`config.mk`:
```
export PLATFORM = sky130hd
export DESIGN_NAME = hash_keyed_repeating_xor_cipher
export DESIGN_NICKNAME = d
export VERILOG_FILES = /design/src/hw/rtl/hkxc_pkg.sv /design/src/hw/rtl/hkxc_keygen.sv /design/src/hw/rtl/hash_keyed_repeating_xor_cipher.sv
export SDC_FILE = /design/constraint.sdc
export NUM_CORES = 1
export LEC_CHECK = 0
export ABC_CLOCK_PERIOD_IN_PS = 5000
export BUFFER_PORTS_ARGS = -buffer_cell sky130_fd_sc_hd__clkbuf_2
export CORE_UTILIZATION = 45
export CTS_CLUSTER_DIAMETER = 150
export DETAILED_ROUTE_END_ITERATION = 6
export GPL_ROUTABILITY_DRIVEN = 0
export GPL_TIMING_DRIVEN = 0
export SLEW_MARGIN = 5
export SYNTH_ARGS = -nofsm -noshare
export SYNTH_HDL_FRONTEND = slang
export SYNTH_HIERARCHICAL = 1
export SYNTH_SLANG_ARGS = --single-unit
```
`constraint.sdc`:
```
create_clock -name clk -period 5 [get_ports clk]
set_input_delay 0.75 -clock clk [delete_from_list [all_inputs] [get_ports clk]]
set_output_delay 0.75 -clock clk [all_outputs]
set_load 0.02 [all_outputs]
```
`src/hw/rtl/hkxc_pkg.sv`:
```
// Package with shared constants, item codes and the key pad for the keyed XOR cipher.
`default_nettype none

package hkxc_pkg;

	localparam int unsigned HASH_W = 32;
	localparam int unsigned POS_W = 5;
	localparam int unsigned BYTE_W = 8;
	localparam int unsigned KIND_W = 2;
	localparam int unsigned PAD_LEN = 32;

	localparam logic [HASH_W-1:0] HASH_INIT = 32'd5381;
	localparam logic [BYTE_W-1:0] SPREAD_STEP = 8'd7;

	localparam logic [KIND_W-1:0] KIND_START = 2'd0;
	localparam logic [KIND_W-1:0] KIND_KEY = 2'd1;
	localparam logic [KIND_W-1:0] KIND_DATA = 2'd2;

	typedef logic [BYTE_W-1:0] byte_t;

	localparam byte_t BASE_PAD [PAD_LEN] = '{
		8'h5A, 8'hA5, 8'h1F, 8'h2E, 8'h3D, 8'h4C, 8'h5B, 8'h6A,
		8'h79, 8'h88, 8'h97, 8'hA6, 8'hB5, 8'hC4, 8'hD3, 8'hE2,
		8'hF1, 8'h00, 8'h11, 8'h22, 8'h33, 8'h44, 8'h55, 8'h66,
		8'h77, 8'h88, 8'h99, 8'hAA, 8'hBB, 8'hCC, 8'hDD, 8'hEE
	};

endpackage

`default_nettype wire

```
`src/hw/rtl/hkxc_keygen.sv`:
```
// Key byte generator: pad byte mixed with one hash byte plus a position-dependent offset.
`default_nettype none

module hkxc_keygen
	import hkxc_pkg::*;
(
	input  wire logic [HASH_W-1:0] hash,
	input  wire logic [POS_W-1:0]  pos,
	output byte_t                  key_byte
);

	byte_t hash_byte;
	byte_t spread;

	always_comb begin
		case (pos[1:0])
			2'd0:    hash_byte = hash[7:0];
			2'd1:    hash_byte = hash[15:8];
			2'd2:    hash_byte = hash[23:16];
			2'd3:    hash_byte = hash[31:24];
			default: hash_byte = hash[7:0];
		endcase
	end

	assign spread = byte_t'(SPREAD_STEP * byte_t'(pos));
	assign key_byte = byte_t'((BASE_PAD[pos] ^ hash_byte) + spread);

endmodule

`default_nettype wire

```
`src/hw/rtl/hash_keyed_repeating_xor_cipher.sv`:
```
// Top level of the hash-keyed repeating XOR byte cipher.
//
// Channel | Signals                         | Direction | Word
// input   | in_valid, in_ready, kind, value | in        | start, key byte or data byte
// output  | out_valid, out_ready, out_byte  | out       | ciphered data byte
//
// One word is accepted per cycle unless a data word waits on a stalled output; data words then reach the output.
// The input register feeds the hash and key logic, whose result lands in the output register.
// Reset sets the hash to 5381 and the data position to 0, as a start word does.
// A stalled output holds only data words in the input register; start and key words pass on.
`default_nettype none

module hash_keyed_repeating_xor_cipher
	import hkxc_pkg::*;
(
	input  wire logic              clk,
	input  wire logic              arst_n,
	input  wire logic              in_valid,
	output logic                   in_ready,
	input  wire logic [KIND_W-1:0] kind,
	input  wire logic [BYTE_W-1:0] value,
	output logic                   out_valid,
	input  wire logic              out_ready,
	output logic [BYTE_W-1:0]      out_byte
);

	logic              valid_s1;
	logic [KIND_W-1:0] kind_s1;
	byte_t             value_s1;
	logic [HASH_W-1:0] hash_q;
	logic [POS_W-1:0]  pos_q;
	logic              out_valid_q;
	byte_t             out_byte_q;
	byte_t             key_byte;
	logic              out_free;
	logic              is_data_s1;
	logic              go_s1;

	hkxc_keygen u_keygen (
		.hash     (hash_q),
		.pos      (pos_q),
		.key_byte (key_byte)
	);

	assign out_free = !out_valid_q || out_ready;
	assign is_data_s1 = (kind_s1 == KIND_DATA);
	assign go_s1 = valid_s1 && (!is_data_s1 || out_free);
	assign in_ready = !valid_s1 || go_s1;

	always_ff @(posedge clk or negedge arst_n) begin
		if (!arst_n) begin
			valid_s1 <= 1'b0;
		end else if (in_ready) begin
			valid_s1 <= in_valid;
		end
	end

	always_ff @(posedge clk) begin
		if (in_ready && in_valid) begin
			kind_s1 <= kind;
			value_s1 <= value;
		end
	end

	always_ff @(posedge clk or negedge arst_n) begin
		if (!arst_n) begin
			hash_q <= HASH_INIT;
			pos_q <= '0;
		end else if (go_s1) begin
			case (kind_s1)
				KIND_START: begin
					hash_q <= HASH_INIT;
					pos_q <= '0;
				end
				KIND_KEY: begin
					hash_q <= (hash_q << 5) + hash_q + HASH_W'(value_s1);
				end
				KIND_DATA: begin
					pos_q <= pos_q + 1'b1;
				end
				default: begin
				end
			endcase
		end
	end

	always_ff @(posedge clk or negedge arst_n) begin
		if (!arst_n) begin
			out_valid_q <= 1'b0;
		end else if (go_s1 && is_data_s1) begin
			out_valid_q <= 1'b1;
		end else if (out_ready) begin
			out_valid_q <= 1'b0;
		end
	end

	always_ff @(posedge clk) begin
		if (go_s1 && is_data_s1) begin
			out_byte_q <= value_s1 ^ key_byte;
		end
	end

	assign out_valid = out_valid_q;
	assign out_byte = out_byte_q;

endmodule

`default_nettype wire

```
==> flow_summary.ini, run 1 <==
[outcome]
outcome = finished, final reports clean

[synthesis]
yosysTopAreaCell = ha_1
yosys.area_share.adder = 0.229
synth_cell_type_count = 58
synthSimpleGateAreaFrac = 0.119
synthMuxAreaShare = 0.0118
ys_seq_area_frac = 0.293
postSynthAreaPerCell_um2 = 9.30
synth_flop_cell = dfrtp_1
netlist_top_cells_area = ha_1 (18%), dfrtp_1 (16%), edfxtp_1 (10%)
synth-edff-count = 18
synth_xor_area_frac = 0.0842
synth_top_family_by_area = adder cells
synth_top_cell_area_share = 0.183
synthMostInstantiatedCell = ha_1
ys_warn_count = 6
ys_ff_latch = 57
syn-num-nets = 661
syn-cell-area_um2 = 5200
synthArstFlopShare = 0.684
yosys-top-cells-count = ha_1 (76), nand2_1 (56), o21ai_0 (43), a21oi_1 (40), inv_1 (35)
synth_cells = 559
synth_compound_area_frac = 0.221

[placement]
dpl.cell_count = 722
dpl.hpwl_um = 10300
io_buffer_count = 23
dpl-instance-area_um2 = 5490

[finish]
fin_cells = 738
antennaDiodeCount = 0
syn_to_final_growth_pct = 11.4
drive_above_1_share = 0.112
fin_nets = 695
fin_area_um2 = 5790

[worst_setup_path]
worstSetupStartpointType = flip-flop
reg2reg_to = out_byte[7]
reg2reg_slack_ps = 890
max_stage_delay_ps = 600
worstRegToRegCells = 15
required_ps = 5060
cp_common_cell = inv_1
worstPathMaxFanout = 11
worst_r2r_startpoint = pos_q[0]
crit_path_end_kind = flip-flop
cp.arrival_ps = 4170
cp_slowest_cell = dfrtp_1
criticalPathCategory = flip-flop to flip-flop
crit_chain = inv_1 -> ha_1 -> inv_1 -> clkbuf_1 -> o21ai_0 -> xnor2_1 -> fa_1 -> inv_1 -> fa_1 -> inv_1 -> a21o_1 -> a21oi_1 -> o21ai_0 -> xnor2_1 -> xor2_1

[sta]
hold_ws_ps = 529
fmax_mhz = 243
period_share = 0.822
clock_skew_ps = 8.30
finalMaxSlewViolations = 0
rsz0062_at_grt = false
finalSetupViolations = 0
tightest_slew_ps = 1030
slew_headroom = 0.315
period_minus_slack_ps = 4110
finalHoldViolations = 0
tns_ps = 0

[floorplanning]
die_w_um = 110
die-area_um2 = 12000
initial_core_util = 0.472
chipHeight_um = 110
pin_count = 24
core-area_um2 = 11000
num_rows = 38

[flow_run]
maxCapViolCount = 0

[grt]
grt_pass1_vias = 4142
grt_pass1_wl_um = 20900
grt_overflow = 0
antenna_found_initial = 0
gr-usage-all-layers = 0.231
grt_start_max_net_pins = 40

[drt]
wl_um = 12800
vias = 4317
drcViolationCount = 0
vias_per_cell = 5.85
first_pass_iters = 6
wire_per_inst_um = 17.3
drtIter0Drc = 210
ant_nets = 0

[clock_tree]
cts.sinks = 57
cts-root-buf = clkbuf_16
cts_buffers = 9
htreeDepth = 3
hold_buffers = 0
clk_latency_ps = 330
postCtsSetupBuffers = 0
cts_tree = built
cts.clk_slew.worst_paths_ps = 50
cts_max_path_buffers = 2
cts.repair.resized = 0

[min_path]
holdPathStages = 2
hold_path_end = out_valid
hp-class = flip-flop to flip-flop
hold_start = out_valid
==> kinds of logic after synthesis <==
kind of cell / count (synthesis)
DFF: 57
and+or+nand+nor: 135
muxes: 6
buffers and inverters: 53
xor gates and xnor gates: 50
AOI/OAI and AO/OA: 170
adders and majority gates: 88
==> metal layers <==
metal,wire [um],global-route usage
met1,6110,0.330
met4,118,0.0543
met5,0,0
met3,566,0.0326
met2,5970,0.368
==> cells in the final DEF (no fill, tap or decap), drive strengths merged, types with 5 or more instances in the layout <==
| cell type | netlist | final |
|---|---|---|
| inv | 35 | 38 |
| o211ai | 5 | 5 |
| o21bai | 5 | 5 |
| buf | 6 | 6 |
| nand4 | 6 | 6 |
| xor2 | 23 | 23 |
| nand3 | 11 | 11 |
| clkbuf | 12 | 44 |
| edfxtp | 18 | 18 |
| nand2 | 56 | 56 |
| a222oi | 8 | 8 |
| a21oi | 43 | 43 |
| o21ai | 48 | 48 |
| nand2b | 7 | 7 |
| ha | 76 | 76 |
| a211oi | 12 | 12 |
| fa | 12 | 12 |
| dfstp | 5 | 5 |
| nor2 | 35 | 35 |
| a21o | 16 | 16 |
| nor2b | 8 | 8 |
| mux2i | 5 | 5 |
| dfrtp | 34 | 34 |
| xnor2 | 27 | 27 |
| o31ai | 6 | 6 |
==> stage by stage <==
| step | utilization | setup slack, ps |
|---|---|---|
| after global routing | 0.525 | 623 |
| after CTS | 0.525 | 905 |
| after global placement | 0.498 | 1020 |
| after floorplan | - | 1440 |
| after detailed placement | 0.498 | 947 |
| final | 0.525 | 892 |
==> worst max path at each step <==
stage          startpoint          end  depth (start not counted)
6_report         pos_q[0]  out_byte[7]                         15
5_1_grt          pos_q[0]  out_byte[7]                         15
4_1_cts          pos_q[1]  out_byte[7]                         15
3_5_place_dp     pos_q[0]  out_byte[7]                         15
3_3_place_gp     pos_q[1]  out_byte[7]                         15
2_1_floorplan    pos_q[0]  out_byte[7]                         15
==> area by class of cell <==
cell class | count | area (um2)
clock inverters | 7 | 76.3
inverters | 35 | 131
multi-input cells | 449 | 3460
repair buffers | 23 | 115
plain buffers | 18 | 87.6
fillers | 1039 | 5240
flip-flops and latches | 57 | 1520
well taps | 140 | 175
clock buffers | 9 | 225
==> state kept, by name, summed over array words and instances (netlist names) <==
| signal | count |
|---|---|
| hash_q | 32 |
| kind_s1 | 2 |
| out_byte | 8 |
| out_valid | 1 |
| pos_q | 5 |
| valid_s1 | 1 |
| value_s1 | 8 |
==> critical path: cells and delay by family (launching register included) <==
| kind | cells | cell delay [ps] |
|---|---|---|
| fa+ha+maj | 3 | 1290 |
| buf+inv | 5 | 780 |
| compound gates | 4 | 660 |
| flops | 1 | 600 |
| xor+xnor | 3 | 510 |
Power of run 1 is left out: the tool's default activity adds up to more than one toggle a clock period on the data nets, which glitch-free logic cannot reach.
==> run 2, diff against run 1 <==
--- a/config.mk
+++ b/config.mk
@@ -5,7 +5,7 @@
 export SDC_FILE = /design/constraint.sdc
 export NUM_CORES = 1
 export LEC_CHECK = 0
-export ABC_CLOCK_PERIOD_IN_PS = 5000
+export ABC_CLOCK_PERIOD_IN_PS = 3450
 export BUFFER_PORTS_ARGS = -buffer_cell sky130_fd_sc_hd__clkbuf_2
 export CORE_UTILIZATION = 45
 export CTS_CLUSTER_DIAMETER = 150
==> constraint.sdc (replaced) <==
create_clock -name clk -period 3.45 [get_ports clk]
set_input_delay 0.5175 -clock clk [delete_from_list [all_inputs] [get_ports clk]]
set_output_delay 0.5175 -clock clk [all_outputs]
set_load 0.02 [all_outputs]
==> flow_summary.ini, run 2 (same netlist as run 1, synthesis figures left out) <==
[floorplanning]
die_w_um = 110
num_rows = 38
chipHeight_um = 110
pin_count = 24
die-area_um2 = 12000
core-area_um2 = 11000
initial_core_util = 0.472

[finish]
largest_register = hash_q
drive_above_1_share = 0.180
syn_to_final_growth_pct = 17.2
fin_nets = 704
final_cell_mix = ha_1 (68), nand2_1 (56), o21ai_0 (39)
antennaDiodeCount = 0
fin_cells = 747
largest_reg_flops = 32
layout.cells.most_common = ha_1

[clock_tree]
cts_tree = built
hold_buffers = 0
cts.sinks = 57
clk_latency_ps = 330
cts-root-buf = clkbuf_16
htreeDepth = 3
cts_max_path_buffers = 2
cts.clk_slew.worst_paths_ps = 50
cts_buffers = 9

[grt]
met1_usage = 0.332
met2_usage = 0.363
busiest_layer = met2
grt_pass1_wl_um = 20700
grt_start_max_net_pins = 40
grt_pass1_vias = 3997
grt_util_met3 = 0.0362
antenna_found_initial = 0
grt_overflow = 0
gr-usage-all-layers = 0.231

[worst_setup_path]
worstRegToRegCells = 13
required_ps = 3520
reg2reg_slack_ps = 60
reg2reg_to = out_byte[7]
crit_path_end_kind = flip-flop
cp.arrival_ps = 3460
worstSetupStartpointType = flip-flop
worstPathMaxFanout = 6
worst_r2r_startpoint = pos_q[1]
criticalPathCategory = flip-flop to flip-flop

[drt]
drtIter0Drc = 270
vias_per_cell = 5.77
wl_um = 13400
ant_nets = 0
first_pass_iters = 7
wire_per_inst_um = 17.9
vias = 4309
drcViolationCount = 0

[placement]
dpl.hpwl_um = 10100
io_buffer_count = 23
dpl.cell_count = 722

[sta]
finalMaxSlewViolations = 0
fmax_mhz = 295
slew_headroom = 0.333
tightest_slew_ps = 1000
finalHoldViolations = 0
rsz0062_at_grt = true
period_share = 0.983
clock_skew_ps = 5.95
finalSetupViolations = 0
period_minus_slack_ps = 3390

[flow_run]
maxCapViolCount = 0

[outcome]
outcome = finished, final reports clean

[min_path]
hp-class = input pin to async pin
[run 2: changes by cell type in the layout (fill, tap and decap cells not counted), moves of 4 or more]
cell	delta
buf_4	+11
dfrtp_1	-4
dfrtp_2	+4
ha_1	-8
ha_4	+8
inv_1	-4
o21ai_0	-4
[run 2: stage by stage]
stage          hold slack, ps  setup slack [ps]  setup TNS [ps]   util  cell area (um2)
3_5_place_dp              510              -334            -830  0.499             5500
4_1_cts                   361              6.06               0  0.535             5900
2_1_floorplan             222              42.3               0      -             5210
6_report                  351              57.8               0  0.553             6100
5_1_grt                   359             -99.8            -176  0.553             6100
3_3_place_gp              515              -273            -645  0.499             5500
[run 2: worst max path at each step]
stage | start | endpoint | slack [ps] | depth (start not counted)
after floorplan | pos_q[0] | out_byte[7] | 40 | 16
after global placement | pos_q[0] | out_byte[6] | -270 | 15
after detailed placement | pos_q[0] | out_byte[7] | -330 | 16
after CTS | pos_q[0] | out_byte[6] | 6 | 15
after global routing | pos_q[0] | out_byte[6] | -100 | 15
final | pos_q[1] | out_byte[7] | 60 | 13
[run 2: what timing repair did]
item / 4_1_cts / 5_1_grt
gates resized for setup: 22 / 33
pin swaps: 12 / 24
buffers inserted: 6 / 5
setup endpoints to repair: 4 / 8
[run 2: cell type report]
type                            instances  area (um2)
Tap cell                              140         175
Multi-Input combinational cell        449        3690
Clock buffer                           11         233
Inverter                               35         139
Fill cell                            1005        4930
Timing Repair Buffer                   34         199
Clock inverter                          5        56.3
Buffer                                 16        80.1
Sequential cell                        57        1530
[run 2: critical path, cell delays in order, from the launching register on]
cell and delay [ps]:
dfrtp_2 460, buf_6 150, ha_4 170, clkbuf_2 140
a222oi_1 430, mux2i_1 240, nor2_1 50, a221oi_1 280
ha_1 300, ha_1 340, a21oi_1 140, o21ai_1 90
xnor2_1 230, xor2_1 110
[run 2: layer usage]
layer | vias to the layer above | share of wire
met5 | - | 0
met4 | 0 | 0.0084
met3 | 7 | 0.035
met2 | 81 | 0.47
met1 | 2092 | 0.48
li1 | 2129 | -
Power of run 2 is left out for the same reason.
